### src/rtl/core/hrf_pkg.sv
// ----------------------------------------------------------------------------
// hrf_pkg
// Shared types and constants for the HTTP request framer.
// ----------------------------------------------------------------------------
package hrf_pkg;

   localparam int MAX_LEN_WIDTH  = 31;
   localparam int CSR_ADDR_WIDTH = 3;
   localparam int CSR_DATA_WIDTH = 32;

   // register word index (paddr[2])
   localparam logic REG_MAX_BODY_LENGTH = 1'b0;

   localparam logic [7:0] CHAR_CR      = 8'h0D;
   localparam logic [7:0] CHAR_LF      = 8'h0A;
   localparam logic [7:0] CHAR_SPACE   = 8'h20;
   localparam logic [7:0] CHAR_PLUS    = 8'h2B;
   localparam logic [7:0] CHAR_MINUS   = 8'h2D;
   localparam logic [7:0] CHAR_ZERO    = 8'h30;
   localparam logic [7:0] CHAR_NINE    = 8'h39;
   localparam logic [7:0] CHAR_UPPER_C = 8'h43;

   // "Content-Length:" is 15 characters, positions 0..14
   localparam logic [3:0] NAME_LAST = 4'd14;
   localparam logic [3:0] NAME_LEN  = 4'd15;

   localparam logic [MAX_LEN_WIDTH-1:0] MAX_LEN_RESET = {MAX_LEN_WIDTH{1'b1}};

   typedef struct packed {
      logic [7:0] out_byte;
      logic       in_body;
      logic       last;
      logic       length_error;
   } hrf_beat_type;

   typedef struct packed {
      logic out_valid;
      logic skid_full;
   } hrf_buf_status_type;

   function automatic logic [7:0] name_char(input logic [3:0] idx);
      logic [7:0] c;
      unique case (idx)
         4'd0:    c = 8'h43; // C
         4'd1:    c = 8'h6F; // o
         4'd2:    c = 8'h6E; // n
         4'd3:    c = 8'h74; // t
         4'd4:    c = 8'h65; // e
         4'd5:    c = 8'h6E; // n
         4'd6:    c = 8'h74; // t
         4'd7:    c = 8'h2D; // -
         4'd8:    c = 8'h4C; // L
         4'd9:    c = 8'h65; // e
         4'd10:   c = 8'h6E; // n
         4'd11:   c = 8'h67; // g
         4'd12:   c = 8'h74; // t
         4'd13:   c = 8'h68; // h
         4'd14:   c = 8'h3A; // :
         default: c = 8'h00;
      endcase
      return c;
   endfunction

endpackage

### src/rtl/core/http_request_framer_core.sv
// ----------------------------------------------------------------------------
// http_request_framer_core
// Tags HTTP request boundaries in a received byte stream.
// ----------------------------------------------------------------------------
// Takes one byte per clock while req_stall is low and returns it through the output
// buffer, tagged as a header or body byte, with last on the final byte of each
// request and length_error on that byte when the Content-Length value was
// malformed, negative or above max_body_length. All per-byte parsing is
// combinational logic in front of a two-entry output buffer; the parse state loop
// (length value times ten plus digit, compared against the limit) sets the clock.
// req_stall rises only when both buffer entries are full, so a stalled output still
// lets one more byte in. max_body_length sits at byte address 0; the user must write
// it only while the block is idle, and the block itself does not enforce this.
module http_request_framer_core #(
   parameter int LENGTH_WIDTH = 32
) (
   input  logic                                clock,
   input  logic                                reset,

   input  logic                                req_valid,
   output logic                                req_stall,
   input  logic [7:0]                          req_data_byte,

   output logic                                rsp_valid,
   input  logic                                rsp_stall,
   output logic [7:0]                          rsp_out_byte,
   output logic                                rsp_in_body,
   output logic                                rsp_last,
   output logic                                rsp_length_error,

   input  logic                                csr_psel,
   input  logic                                csr_penable,
   input  logic                                csr_pwrite,
   input  logic [hrf_pkg::CSR_ADDR_WIDTH-1:0]  csr_paddr,
   input  logic [hrf_pkg::CSR_DATA_WIDTH-1:0]  csr_pwdata,
   output logic [hrf_pkg::CSR_DATA_WIDTH-1:0]  csr_prdata,
   output logic                                csr_pready
);
   import hrf_pkg::*;

   logic [MAX_LEN_WIDTH-1:0] max_len_ff;
   logic                     accept;
   logic                     csr_write;
   hrf_beat_type             beat;
   hrf_beat_type             beat_out;
   hrf_buf_status_type       buf_status;

   assign csr_pready = 1'b1;
   assign csr_write  = csr_psel && csr_penable && csr_pwrite && csr_pready;

   always_ff @(posedge clock) begin
      if (reset) begin
         max_len_ff <= MAX_LEN_RESET;
      end else if (csr_write && csr_paddr[2] == REG_MAX_BODY_LENGTH) begin
         max_len_ff <= csr_pwdata[MAX_LEN_WIDTH-1:0];
      end
   end

   assign csr_prdata = (csr_paddr[2] == REG_MAX_BODY_LENGTH)
                       ? {{(CSR_DATA_WIDTH-MAX_LEN_WIDTH){1'b0}}, max_len_ff}
                       : '0;

   assign req_stall = buf_status.skid_full;
   assign accept    = req_valid && !req_stall;

   hrf_parser #(
      .LENGTH_WIDTH (LENGTH_WIDTH)
   ) u_parser (
      .clock           (clock),
      .reset           (reset),
      .accept          (accept),
      .data_byte       (req_data_byte),
      .max_body_length (max_len_ff),
      .beat            (beat)
   );

   hrf_out_buffer u_out_buffer (
      .clock     (clock),
      .reset     (reset),
      .accept    (accept),
      .beat_in   (beat),
      .rsp_stall (rsp_stall),
      .beat_out  (beat_out),
      .status    (buf_status)
   );

   assign rsp_valid        = buf_status.out_valid;
   assign rsp_out_byte     = beat_out.out_byte;
   assign rsp_in_body      = beat_out.in_body;
   assign rsp_last         = beat_out.last;
   assign rsp_length_error = beat_out.length_error;

`ifndef SYNTHESIS
   // error is only ever reported on the closing beat of a request
   a_error_on_last: assert property (@(posedge clock) disable iff (reset)
      rsp_valid |-> (!rsp_length_error || rsp_last))
      else $error("length_error without last");

   // skid entry is never occupied while the output register is empty
   a_skid_behind_out: assert property (@(posedge clock) disable iff (reset)
      req_stall |-> rsp_valid)
      else $error("skid full with empty output register");

   a_reset_empty: assert property (@(posedge clock)
      reset |=> (!rsp_valid && !req_stall))
      else $error("buffer not empty after reset");
`endif

endmodule

### src/rtl/core/hrf_parser.sv
// ----------------------------------------------------------------------------
// hrf_parser
// Per-byte header scanner: terminator match, length name match, length value
// parse and body countdown. Tags the accepted byte in the same cycle.
// ----------------------------------------------------------------------------
module hrf_parser #(
   parameter int LENGTH_WIDTH = 32
) (
   input  logic                                clock,
   input  logic                                reset,
   input  logic                                accept,
   input  logic [7:0]                          data_byte,
   input  logic [hrf_pkg::MAX_LEN_WIDTH-1:0]   max_body_length,
   output hrf_pkg::hrf_beat_type               beat
);
   import hrf_pkg::*;

   localparam int CmpWidth = (LENGTH_WIDTH > MAX_LEN_WIDTH) ? LENGTH_WIDTH : MAX_LEN_WIDTH;

   typedef enum logic [2:0] {
      PH_SEARCH,
      PH_SPACES,
      PH_SIGN_POS,
      PH_SIGN_NEG,
      PH_DIG_POS,
      PH_DIG_NEG,
      PH_DONE,
      PH_BODY
   } phase_type;

   phase_type               phase_ff,  phase_in;
   logic [1:0]              term_ff,   term_in;
   logic [3:0]              name_ff,   name_in;
   logic                    found_ff,  found_in;
   logic                    error_ff,  error_in;
   logic [LENGTH_WIDTH-1:0] value_ff,  value_in;
   logic [LENGTH_WIDTH-1:0] remain_ff, remain_in;

   logic                    is_digit;
   logic [3:0]              digit;
   logic [LENGTH_WIDTH+3:0] prod;
   logic                    overflow;
   logic [LENGTH_WIDTH-1:0] value_acc;
   logic [LENGTH_WIDTH-1:0] value_first;
   logic [LENGTH_WIDTH-1:0] remain_dec;
   logic                    term_match;
   logic                    term_done;
   logic                    too_big;
   logic                    body_beat;
   logic                    last_beat;

   assign is_digit    = (data_byte >= CHAR_ZERO) && (data_byte <= CHAR_NINE);
   assign digit       = data_byte[3:0];
   // value * 10 + digit as (v << 3) + (v << 1) + d
   assign prod        = ({4'b0, value_ff} << 3) + ({4'b0, value_ff} << 1)
                        + {{LENGTH_WIDTH{1'b0}}, digit};
   assign overflow    = |prod[LENGTH_WIDTH+3:LENGTH_WIDTH];
   assign value_acc   = overflow ? {LENGTH_WIDTH{1'b1}} : prod[LENGTH_WIDTH-1:0];
   assign value_first = {{(LENGTH_WIDTH-4){1'b0}}, digit};
   assign remain_dec  = (remain_ff != '0) ? remain_ff - 1'b1 : remain_ff;
   assign term_match  = term_ff[0] ? (data_byte == CHAR_LF) : (data_byte == CHAR_CR);

   always_comb begin
      phase_in  = phase_ff;
      term_in   = term_ff;
      name_in   = name_ff;
      found_in  = found_ff;
      error_in  = error_ff;
      value_in  = value_ff;
      remain_in = remain_ff;
      term_done = 1'b0;
      too_big   = 1'b0;
      body_beat = 1'b0;
      last_beat = 1'b0;

      if (phase_ff == PH_BODY) begin
         body_beat = 1'b1;
         remain_in = remain_dec;
         last_beat = (remain_dec == '0);
      end else begin
         unique case (phase_ff)
            PH_SEARCH: begin
               if (name_ff != NAME_LEN && data_byte == name_char(name_ff)) begin
                  if (name_ff == NAME_LAST) begin
                     found_in = 1'b1;
                     name_in  = '0;
                     phase_in = PH_SPACES;
                  end else begin
                     name_in = name_ff + 1'b1;
                  end
               end else begin
                  name_in = (data_byte == CHAR_UPPER_C) ? 4'd1 : 4'd0;
               end
            end
            PH_SPACES: begin
               priority if (data_byte == CHAR_SPACE) begin
               end else if (data_byte == CHAR_PLUS) begin
                  phase_in = PH_SIGN_POS;
               end else if (data_byte == CHAR_MINUS) begin
                  phase_in = PH_SIGN_NEG;
               end else if (is_digit) begin
                  value_in = value_first;
                  phase_in = PH_DIG_POS;
               end else begin
                  error_in = 1'b1;
                  phase_in = PH_DONE;
               end
            end
            PH_SIGN_POS, PH_SIGN_NEG: begin
               if (is_digit) begin
                  value_in = value_first;
                  if (phase_ff == PH_SIGN_NEG) begin
                     error_in = error_ff | (digit != 4'd0);
                     phase_in = PH_DIG_NEG;
                  end else begin
                     phase_in = PH_DIG_POS;
                  end
               end else begin
                  error_in = 1'b1;
                  phase_in = PH_DONE;
               end
            end
            PH_DIG_POS, PH_DIG_NEG: begin
               if (is_digit) begin
                  value_in = value_acc;
                  error_in = error_ff | overflow
                             | ((phase_ff == PH_DIG_NEG) && (digit != 4'd0));
               end else begin
                  phase_in = PH_DONE;
               end
            end
            PH_DONE, PH_BODY: begin
            end
         endcase

         if (term_match) begin
            if (term_ff == 2'd3) begin
               term_in   = 2'd0;
               term_done = 1'b1;
            end else begin
               term_in = term_ff + 2'd1;
            end
         end else begin
            term_in = (data_byte == CHAR_CR) ? 2'd1 : 2'd0;
         end

         if (term_done) begin
            too_big = found_in && (error_in ||
                      (CmpWidth'(value_in) > CmpWidth'(max_body_length)));
            if (!found_in || too_big || value_in == '0) begin
               last_beat = 1'b1;
            end else begin
               term_in   = 2'd0;
               name_in   = '0;
               remain_in = value_in;
               phase_in  = PH_BODY;
            end
         end
      end

      // every completed request restarts from a clean header state
      if (last_beat) begin
         phase_in  = PH_SEARCH;
         term_in   = '0;
         name_in   = '0;
         found_in  = 1'b0;
         error_in  = 1'b0;
         value_in  = '0;
         remain_in = '0;
      end
   end

   assign beat.out_byte     = data_byte;
   assign beat.in_body      = body_beat;
   assign beat.last         = last_beat;
   assign beat.length_error = too_big;

   always_ff @(posedge clock) begin
      if (reset) begin
         phase_ff  <= PH_SEARCH;
         term_ff   <= '0;
         name_ff   <= '0;
         found_ff  <= 1'b0;
         error_ff  <= 1'b0;
         value_ff  <= '0;
         remain_ff <= '0;
      end else if (accept) begin
         phase_ff  <= phase_in;
         term_ff   <= term_in;
         name_ff   <= name_in;
         found_ff  <= found_in;
         error_ff  <= error_in;
         value_ff  <= value_in;
         remain_ff <= remain_in;
      end
   end

endmodule

### src/rtl/core/hrf_out_buffer.sv
// ----------------------------------------------------------------------------
// hrf_out_buffer
// Two-entry output buffer: result register plus skid register, so the input
// side can still take one more beat after the output stalls.
// ----------------------------------------------------------------------------
module hrf_out_buffer (
   input  logic                          clock,
   input  logic                          reset,
   input  logic                          accept,
   input  hrf_pkg::hrf_beat_type         beat_in,
   input  logic                          rsp_stall,
   output hrf_pkg::hrf_beat_type         beat_out,
   output hrf_pkg::hrf_buf_status_type   status
);
   import hrf_pkg::*;

   logic         out_valid_ff;
   logic         skid_valid_ff;
   hrf_beat_type out_ff;
   hrf_beat_type skid_ff;
   logic         out_free;

   // output register empties or moves on this cycle
   assign out_free = !out_valid_ff || !rsp_stall;

   always_ff @(posedge clock) begin
      if (reset) begin
         out_valid_ff  <= 1'b0;
         skid_valid_ff <= 1'b0;
      end else begin
         if (out_free) begin
            if (skid_valid_ff) begin
               out_valid_ff  <= 1'b1;
               skid_valid_ff <= 1'b0;
            end else begin
               out_valid_ff <= accept;
            end
         end else if (accept) begin
            skid_valid_ff <= 1'b1;
         end
      end
   end

   always_ff @(posedge clock) begin
      if (out_free) begin
         out_ff <= skid_valid_ff ? skid_ff : beat_in;
      end
      if (accept && !out_free) begin
         skid_ff <= beat_in;
      end
   end

   assign beat_out         = out_ff;
   assign status.out_valid = out_valid_ff;
   assign status.skid_full = skid_valid_ff;

endmodule

### config.mk
export PLATFORM = sky130hd
export DESIGN_NAME = http_request_framer_core
export DESIGN_NICKNAME = d
export VERILOG_FILES = /design/src/rtl/core/hrf_pkg.sv /design/src/rtl/core/http_request_framer_core.sv /design/src/rtl/core/hrf_parser.sv /design/src/rtl/core/hrf_out_buffer.sv
export SDC_FILE = /design/constraint.sdc
export NUM_CORES = 1
export LEC_CHECK = 0
export ABC_AREA = 1
export BUFFER_PORTS_ARGS = -buffer_cell sky130_fd_sc_hd__buf_2
export CORE_ASPECT_RATIO = 1.5
export CORE_UTILIZATION = 40
export CTS_CLUSTER_SIZE = 14
export DETAILED_ROUTE_END_ITERATION = 12
export GPL_ROUTABILITY_DRIVEN = 0
export SYNTH_ARGS = -nofsm -noshare
export SYNTH_HDL_FRONTEND = slang
export SYNTH_SLANG_ARGS = --single-unit
### constraint.sdc
create_clock -name clock -period 6.2 [get_ports clock]
set_clock_uncertainty 0.1 [all_clocks]
set_input_delay 0 -clock clock [delete_from_list [all_inputs] [get_ports clock]]
set_output_delay 0 -clock clock [all_outputs]
set_load 0.005 [all_outputs]
---- Word level (Yosys, flattened, before mapping) ----
Memory sizes are Yosys's and may differ from the RTL's. A register that Yosys moved wholly into a read port is not among the register bits.
Index checks and enable logic that the tools add are counted.
W data, S select, Z words.
cells by class
  multiplexer cells ....................... 78
  order comparisons ....................... 3
  reduce and logical (&&, ||, !) cells .... 30
  eq/ne operators ......................... 18
  $add $sub $neg .......................... 5
  bitwise logic cells ..................... 4
operator list
  cell                     number
  $mux W32                 14
  $pmux W32 S3             1
  $logic_not A32 Y1        2
  $add A35 B33 Y36         1
  $add A36 B4 Y36          1
  $mux W4                  9
  $gt A32 B31 Y1           1
  $reduce_bool A32 Y1      1
  $sub A32 B1 Y32 const B  1
  $mux W31                 1
  $mux W1                  30
  $mux W3                  10
  $eq A8 B6 Y1 const B     3
  $eq A8 B4 Y1 const B     2
  $mux W2                  8
  $mux W8                  2
  $pmux W3 S4              1
  $mux W11                 1
  $eq A3 B3 Y1 const B     3
  $logic_and A1 B1 Y1      9
  $eq A8 B7 Y1 const B     1
  $eq A8 B8 Y1             1
  $ge A8 B6 Y1 const B     1
  $le A8 B6 Y1 const B     1
  other kinds (21)         33
storage, ports and cells
  output and inout bits ................... 46
  flip-flop bits (word level) ............. 130
  word-level logic and storage cells ...... 157
  ROM bits ................................ 112
  memories ................................ 1
  input port bits ......................... 50
memories
  memory            words  width  rd ports  clocked after Yosys merged registers in  wr ports  line           source
  (name not given)  16     7      1         1                                        0         hrf_pkg.sv:43  unique case (idx)

---- Depth between registers and ports, before layout ----
Gate-level depths: netlist of the first run.
  depth in word-level cells ............... 20
  depth in mapped cells ................... 52
  gate-level depth less buffers ........... 50

---- Cells and area by module ----
Synthesis of the first run repeated with hierarchy kept, for this count alone.
second synthesis, totals
  cell total of the unflattened synthesis .. 1879
  area, all modules ....................... 11971.5 sq um
by module, submodules not included
  module                    instances  cells each  sequential area each (sq um)  area each (sq um)
  hrf_parser                1          1596        1641.6                        9631.7
  http_request_framer_core  1          213         620.6                         1417.6
  hrf_out_buffer            1          70          700.7                         922.1

---- Worst setup path before layout of the first run ----
No wires, ideal clock.
  path kind ............................... reg2reg
  from .................................... register u_parser.value_ff[0]
  to ...................................... register with a tool-made name
  buffers on the path ..................... 2
  path slack .............................. 646 ps
  data required time ...................... 5987 ps
  clock period less this slack ............ 5554 ps
  data arrival time ....................... 5341 ps
  cell stages (with the launch flop) ...... 50
  setup time .............................. 113 ps
  cells stage by stage .................... dfxtp_1 inv_1 fa_1 fa_1 inv_1 nand3_1 nand2_2 nand2_1 nand2_2 nand2_1 nand2_2 nand2_2 nand3_2 nand2_2 nor2_4 buf_6 nand3_1 a22oi_1 (+14 left out) nand2_1 nand2_1 nand2_1 nand2_1 nor2_4 nand2_2 nand2_2 nand2_4 buf_12 o21ai_2 inv_1 nor2_2 inv_1 ha_1 inv_1 nand3_1 nand3_1 nand2_1
RTL lines
  what                    line               source
  start, declared         hrf_parser.sv:36   logic [LENGTH_WIDTH-1:0] value_ff, value_in;
  start signal, assigned  hrf_parser.sv:193  value_ff <= value_in;

==> impl_summary.log, run 1 <==
[metrics] top-area cell type share of the netlist area: 0.191
[metrics] maximum resistive drop on vdd: 0.134 mV
[metrics] most frequent CP cell: nand2_1
[metrics] CTS tree: built
[metrics] # setup viols final: 0
[metrics] routed length per placed instance: 15.8 µm
[metrics] multiplexer area fraction after synthesis: 0
[metrics] met1 WL: between 15 and 20 mm
[metrics] global route total overflow: 0
[metrics] deepest clock path buffer count: 2
[metrics] kind of critical path: reg2reg
[metrics] layout filler cell count: 3059
[metrics] number of global-route vias before repair: around 12000
[metrics] reported leakage power: 7.39 nW
[metrics] routed wire length on met3: 1.15 mm
[metrics] violation count after the first detailed-route iteration: 723
[metrics] Clock Pin Slew Worst Setup and Hold Paths: roughly 0.060 ns
[metrics] final period demand of the worst path: 5.83 ns
[metrics] gate family responsible for the most delay along the worst path: simple AND/OR/NAND/NOR gates
[metrics] fraction of the mapped netlist area in simple logic gates: 0.332
[metrics] Synth area leader: dfxtp_1
[metrics] post-detailed-route count of antenna-violating nets: 0
[metrics] critical path required time: 6.43 ns
[metrics] path class of the lowest-slack min-delay path: in2reg
[metrics] total of flip-flops plus latches after synthesis: 137
[metrics] number of antenna violations at the first check in global routing: 0
[metrics] dominant register cell in the synthesized netlist: dfxtp_1
[metrics] CP max stage delay: 0.47 ns
[metrics] fraction of the yosys area taken by sequential cells: 0.245
[metrics] cell at the root of the clock tree: clkbuf_16
[metrics] slowest library cell on the worst path: dfxtp_1
[metrics] Hold Fails Final Rpt: 0
[metrics] data arrival at the endpoint of the critical path: 6.05 ns
[metrics] Final Max Tran Viols: 0
[metrics] Top Metal Used: met4
[metrics] chip width: 144 µm
[metrics] status: complete, no violations
[metrics] Fmax: ~170 MHz
[metrics] clock sink total: 137
[metrics] Min-Delay Path Depth: 3
[metrics] fraction of the core area covered by cells at the end of the flow: 0.488
[metrics] Vias: roughly 12000
[metrics] Gate Count Post-Synth: 1815
[metrics] worst rel slew slack: 0.206
[metrics] number of flops mapped to enable cells by yosys: 22
[metrics] part of the cycle the worst path needs: 0.940
[metrics] Buffers on Ports: 90
[metrics] core region area: between 20000 and 30000 µm²
[metrics] synthesized area: around 12000 µm²
[metrics] maxcap violations: 0
[metrics] count leader, synth: nand2_1
[metrics] setup slack after layout: 0.374 ns
[metrics] DR pass1 iterations: 5
[metrics] ratio of cells with drive above 1 in the final layout: 0.192
[metrics] pre-CTS setup slack: 0.105 ns
[metrics] number of placement rows: 77
[metrics] HPWL reported at the end of detailed placement: 28.6 mm
[metrics] fraction of the mapped netlist area in adder cells: 0.107
[metrics] initial standard-cell utilization of the core: 0.408
[metrics] DRC violations left: 0
[metrics] maximum number of pins on one net before global-route repair: 71
[metrics] capturing element type of the critical path: flop
[metrics] Syn. warnings: 0
[metrics] top cells by instance count after synthesis: 499 x nand2_1, 238 x inv_1, 196 x nor2_1
[metrics] total met2 wirelength after detailed routing: 19.1 mm
[metrics] wire length of the first global-routing pass: 59.1 mm
[metrics] total CTS buffers: 17
[metrics] Setup TNS Final: 0 ns
[metrics] compound-cell area share of the yosys netlist: 0.170
[metrics] number of antenna diodes: 0
[metrics] number of cells on the worst reg-to-reg path: 45
[metrics] worst-margin pin slew: 1.19 ns
[metrics] kind of start point of the critical path: flop
[metrics] worst-skew pair later-pin latency: between 0.4 and 0.5 ns
[metrics] largest family of logic cells by synthesized area: simple AND/OR/NAND/NOR gates
[metrics] top fanout value on the critical path: 6
[metrics] power density relative to cell area: 157 nW/µm²
[metrics] growth of design area from synthesis to finish: 19.6%
[metrics] y dimension of the die: 215 µm
[metrics] I/O pin count: 96
[metrics] Syn Nets: just under 2000
[metrics] vias per cell: 5.18
[metrics] number of library cell types mapped by synthesis: between 50 and 60
[metrics] total stage count of the critical path: 45
[metrics] number of buffers and inverters on the critical path: 9
[metrics] net count of the finished layout: 2116
[metrics] share of the synthesized netlist area taken by xor and xnor gates: 0.0319
[metrics] mean instance size in the synthesized netlist: 6.65 µm²
[metrics] biggest area contributors in the synthesized netlist: dfxtp_1 19%, nand2_1 16%, ha_1 10%
[metrics] total routing usage reported by global routing: 0.245
[metrics] CTS HTree Levels: 4
[metrics] Detailed Route WL: between 30 and 40 mm
[metrics] floorplan die area: 30900 µm²
[metrics] async set-reset flop share out of synthesis: 0
worst register-to-register path: cells and delay by family, from the launching register on:
kind	cells	cell delay, ns
compound gates	3	0.51
fa+ha+maj	4	1.19
flops	1	0.47
simple gates	29	2.56
buf+inv	9	0.87
through the flow:
step	cells	hold slack, ns	cell area, µm²	power (mW)
final	2372	0.133	14400	2.27
after global routing	2372	0.197	14400	2.35
after CTS	2347	0.129	14000	2.28
after detailed placement	2273	0.117	12900	1.17
after global placement	2273	0.115	12900	1.16
after floorplan	1815	-0.0226	12100	1.08
path summary, 6_finish.rpt:
kind / start / endpoint / slack, ns
worst max-delay path: u_parser.value_ff[25] / flop / 0.37
worst min-delay path: rsp_stall / u_out_buffer.skid_valid_ff / 0.13
worst max register to register: u_parser.value_ff[25] / flop / 0.37
worst min register to register: u_parser.found_ff / u_parser.found_ff / 0.38
flip-flops by register name, summed over array words and instances, names as in the netlist, 2 cells and up, named ones only:
| register | flops |
|---|---|
| u_parser.remain_ff | 32 |
| u_out_buffer.skid_ff | 11 |
| u_parser.phase_ff | 3 |
| u_parser.term_ff | 2 |
| u_parser.name_ff | 4 |
| max_len_ff | 31 |
| u_out_buffer.beat_out | 11 |
| u_parser.value_ff | 32 |
placed cells by master, fill, tap and decap left out, types with 25 or more instances in the layout:
| master | instances |
|---|---|
| nand2_1 | 493 |
| inv_1 | 230 |
| nor2_1 | 192 |
| dfxtp_1 | 113 |
| a21oi_1 | 102 |
| ha_1 | 96 |
| nand3_1 | 93 |
| buf_2 | 88 |
| buf_4 | 53 |
| a21oi_2 | 45 |
| dlygate4sd3_1 | 42 |
| o211ai_1 | 35 |
| o211ai_2 | 30 |
| o21ai_0 | 29 |
| inv_2 | 26 |
| nand4_1 | 25 |
where the power goes:
| group | switching, mW | internal, mW |
|---|---|---|
| sequential | 0.00852 | 0.923 |
| clock | 0.418 | 0.676 |
| combinational | 0.156 | 0.0934 |
logic make-up after synthesis:
| family | after synthesis |
|---|---|
| buffers and inverters | 319 |
| other | 2 |
| xor gates and xnor gates | 44 |
| adders and majority gates | 102 |
| AOI/OAI and AO/OA | 293 |
| and+or+nand+nor | 918 |
| DFF | 137 |
cell type report:
cell class / instances / area (µm²) / area share
Tap cell: 395 / 494 / 0.0342
Clock inverter: 14 / 198 / 0.0137
Timing Repair Buffer: 191 / 1410 / 0.0977
Sequential cell: 137 / 2970 / 0.205
Clock buffer: 18 / 429 / 0.0297
Inverter: 258 / 971 / 0.0672
Multi-Input combinational cell: 1359 / 7970 / 0.552
metal layers:
layer | up-vias | GRT usage
li1 | 6216 | -
met1 | 5732 | 0.289
met2 | 265 | 0.430
met3 | 82 | 0.0305
met4 | 0 | 0.117
met5 | - | 0
what timing repair did:
| item | CTS | global route |
|---|---|---|
| gates resized for setup | 0 | 59 |
| buffers inserted | 0 | 23 |
| hold buffers | 42 | 0 |
| setup endpoints to repair | 0 | 80 |
| hold endpoints to repair | 49 | 0 |
(Power assumes the default switching activity.)
==> run 2, diff against run 1 <==
--- a/config.mk
+++ b/config.mk
@@ -12,6 +12,7 @@
 export CTS_CLUSTER_SIZE = 14
 export DETAILED_ROUTE_END_ITERATION = 12
 export GPL_ROUTABILITY_DRIVEN = 0
+export PLACE_DENSITY = 0.62
 export SYNTH_ARGS = -nofsm -noshare
 export SYNTH_HDL_FRONTEND = slang
 export SYNTH_SLANG_ARGS = --single-unit
==> impl_summary.log, run 2 (same netlist as run 1, synthesis figures left out) <==
[metrics] Final Max Tran Viols: 0 (unchanged)
[metrics] top fanout value on the critical path: 8 (+2)
[metrics] commonest non-fill, non-tap cell in the layout: nand2_1
[metrics] total stage count of the critical path: 47 (+4.4%)
[metrics] total instance count after detailed placement: 2280 (+0.31%)
[metrics] cell area reported after detailed placement: 13000 µm² (+0.50%)
[metrics] routed length per placed instance: 16.1 µm (+1.7%)
[metrics] DR pass1 iterations: 5 (unchanged)
[metrics] I/O pin count: 96 (unchanged)
[metrics] worst-margin pin slew: 1.17 ns (-0.0218 ns)
[metrics] wire length of the first global-routing pass: 59.4 mm (+0.43%)
[metrics] number of global-route vias before repair: 11900 (+1.8%)
[metrics] # setup viols final: 0 (unchanged)
[metrics] HPWL reported at the end of detailed placement: 28.9 mm (+0.96%)
[metrics] slack of the worst reg-to-reg path: 0.27 ns (-0.10 ns)
[metrics] DRC violations left: 0 (unchanged)
[metrics] maxcap violations: 0 (unchanged)
[metrics] critical path required time: 6.42 ns (about the same)
[metrics] part of the cycle the worst path needs: 0.957 (+0.0169)
[metrics] number of antenna violations at the first check in global routing: 0 (unchanged)
[metrics] final hold slack: 0.128 ns (-0.00447 ns)
[metrics] most frequent CP cell: nand2_1
[metrics] power density relative to cell area: 154 nW/µm² (-2.0%)
[metrics] cell at the root of the clock tree: clkbuf_16
[metrics] total routing usage reported by global routing: 0.246 (+0.000679)
[metrics] gate family responsible for the most delay along the worst path: simple AND/OR/NAND/NOR gates
[metrics] number of antenna diodes: 0 (unchanged)
[metrics] core region area: 29600 µm² (unchanged)
[metrics] net count of the finished layout: 2134 (+0.85%)
[metrics] growth of design area from synthesis to finish: 22.4%
[metrics] final cell area excluding filler cells: 14800 µm² (+2.3%)
[metrics] initial standard-cell utilization of the core: 0.408 (unchanged)
[metrics] Fmax: 169 MHz (-1.8%)
[metrics] slowest library cell on the worst path: fa_1
[metrics] maximum number of pins on one net before global-route repair: 63 (-11%)
[metrics] worst rel slew slack: 0.220 (+0.0146)
[metrics] Setup TNS Final: 0 ns (unchanged)
[metrics] Non-Filler Instances: 2390 (+0.76%)
[metrics] Min-Delay Path Depth: 3 (unchanged)
[metrics] path class of the lowest-slack min-delay path: in2reg
[metrics] total power draw: 2.28 mW (+0.28%)
[metrics] y dimension of the die: 215 µm (unchanged)
[metrics] setup slack after layout: 0.270 ns (-0.105 ns)
[metrics] data arrival at the endpoint of the critical path: 6.15 ns (+0.10 ns)
[metrics] capturing element type of the critical path: flop
[metrics] pre-CTS setup slack: 0.0550 ns (-0.0502 ns)
[metrics] fraction of the core area covered by cells at the end of the flow: 0.500 (+0.0114)
[metrics] Clock Pin Slew Worst Setup and Hold Paths: 0.06 ns (about the same)
[metrics] top library cells by usage in the layout, fill and taps aside: 488 x nand2_1, 227 x inv_1, 192 x nor2_1
[metrics] CP max stage delay: 0.47 ns (about the same)
[metrics] Buffers on Ports: 90 (unchanged)
[metrics] Hold Fails Final Rpt: 0 (unchanged)
[metrics] Detailed Route WL: 38.5 mm (+2.5%)
[metrics] worst-skew pair later-pin latency: 0.43 ns (about the same)
[metrics] vias per cell: 5.23 (+0.93%)
[metrics] chip width: 144 µm (unchanged)
[metrics] deepest clock path buffer count: 2 (unchanged)
[metrics] number of placement rows: 77 (unchanged)
[metrics] post-detailed-route count of antenna-violating nets: 0 (unchanged)
[metrics] final period demand of the worst path: 5.93 ns (+0.105 ns)
[metrics] Vias: 12500 (+1.7%)
[metrics] number of buffers and inverters on the critical path: 8 (-1)
[metrics] violation count after the first detailed-route iteration: 699 (-3.3%)
[metrics] number of cells on the worst reg-to-reg path: 47 (+4.4%)
[metrics] maximum resistive drop on vdd: 0.172 mV (+29%)
[metrics] kind of critical path: reg2reg
[metrics] kind of start point of the critical path: flop
[metrics] largest registers in the final layout: u_parser.remain_ff: 32 flops, u_parser.value_ff: 32 flops, max_len_ff: 31 flops
[metrics] ratio of cells with drive above 1 in the final layout: 0.211 (+0.0193)
[metrics] CTS tree: built
[metrics] reported leakage power: 7.49 nW (+1.3%)
[metrics] global route total overflow: 0 (unchanged)
[metrics] total CTS buffers: 17 (unchanged)
[metrics] floorplan die area: 30900 µm² (unchanged)
[metrics] clock sink total: 137 (unchanged)
[metrics] CTS HTree Levels: 4 (unchanged)
[metrics] status: complete, no violations
==> run 2: final cells by class <==
| cell class | count | area (µm²) |
|---|---|---|
| Multi-Input combinational cell | 1359 | 8090 |
| Clock inverter | 10 | 138 |
| Sequential cell | 137 | 2970 |
| Inverter | 258 | 971 |
| Fill cell | 2982 | 14800 |
| Clock buffer | 22 | 495 |
| Tap cell | 395 | 494 |
| Timing Repair Buffer | 209 | 1620 |
==> run 2: path summary, 6_finish.rpt <==
| path | from | to |
|---|---|---|
| hold / removal | rsp_stall | u_out_buffer.skid_valid_ff |
| setup reg to reg | u_parser.value_ff[2] | flop |
| hold reg to reg | u_parser.term_ff[1] | u_parser.term_ff[1] |
| setup / recovery | u_parser.value_ff[2] | flop |
==> run 2: per-layer routing <==
metal,track usage,wire length [µm]
met1,0.284,15400
met5,0,0
met4,0.133,2110
met3,0.0267,1280
met2,0.434,19700
==> run 2: tightest hold or removal path, delay by kind of cell <==
kind	cells	cell delay, ns
and+or+nand+nor	2	0.51
buffers and inverters	1	0.10
==> run 2: where the power goes <==
group | internal (mW) | total (mW) | switching [mW]
Clock | 0.688 | 1.09 | 0.402
Sequential | 0.923 | 0.931 | 0.00836
Combinational | 0.0978 | 0.258 | 0.161
Total | 1.71 | 2.28 | 0.571
==> run 2: what timing repair did <==
item,4_1_cts,5_1_grt
hold buffers,42,0
endpoints found under the setup margin,0,79
setup buffers,0,31
hold endpoints to repair,76,0
resized for setup,0,78
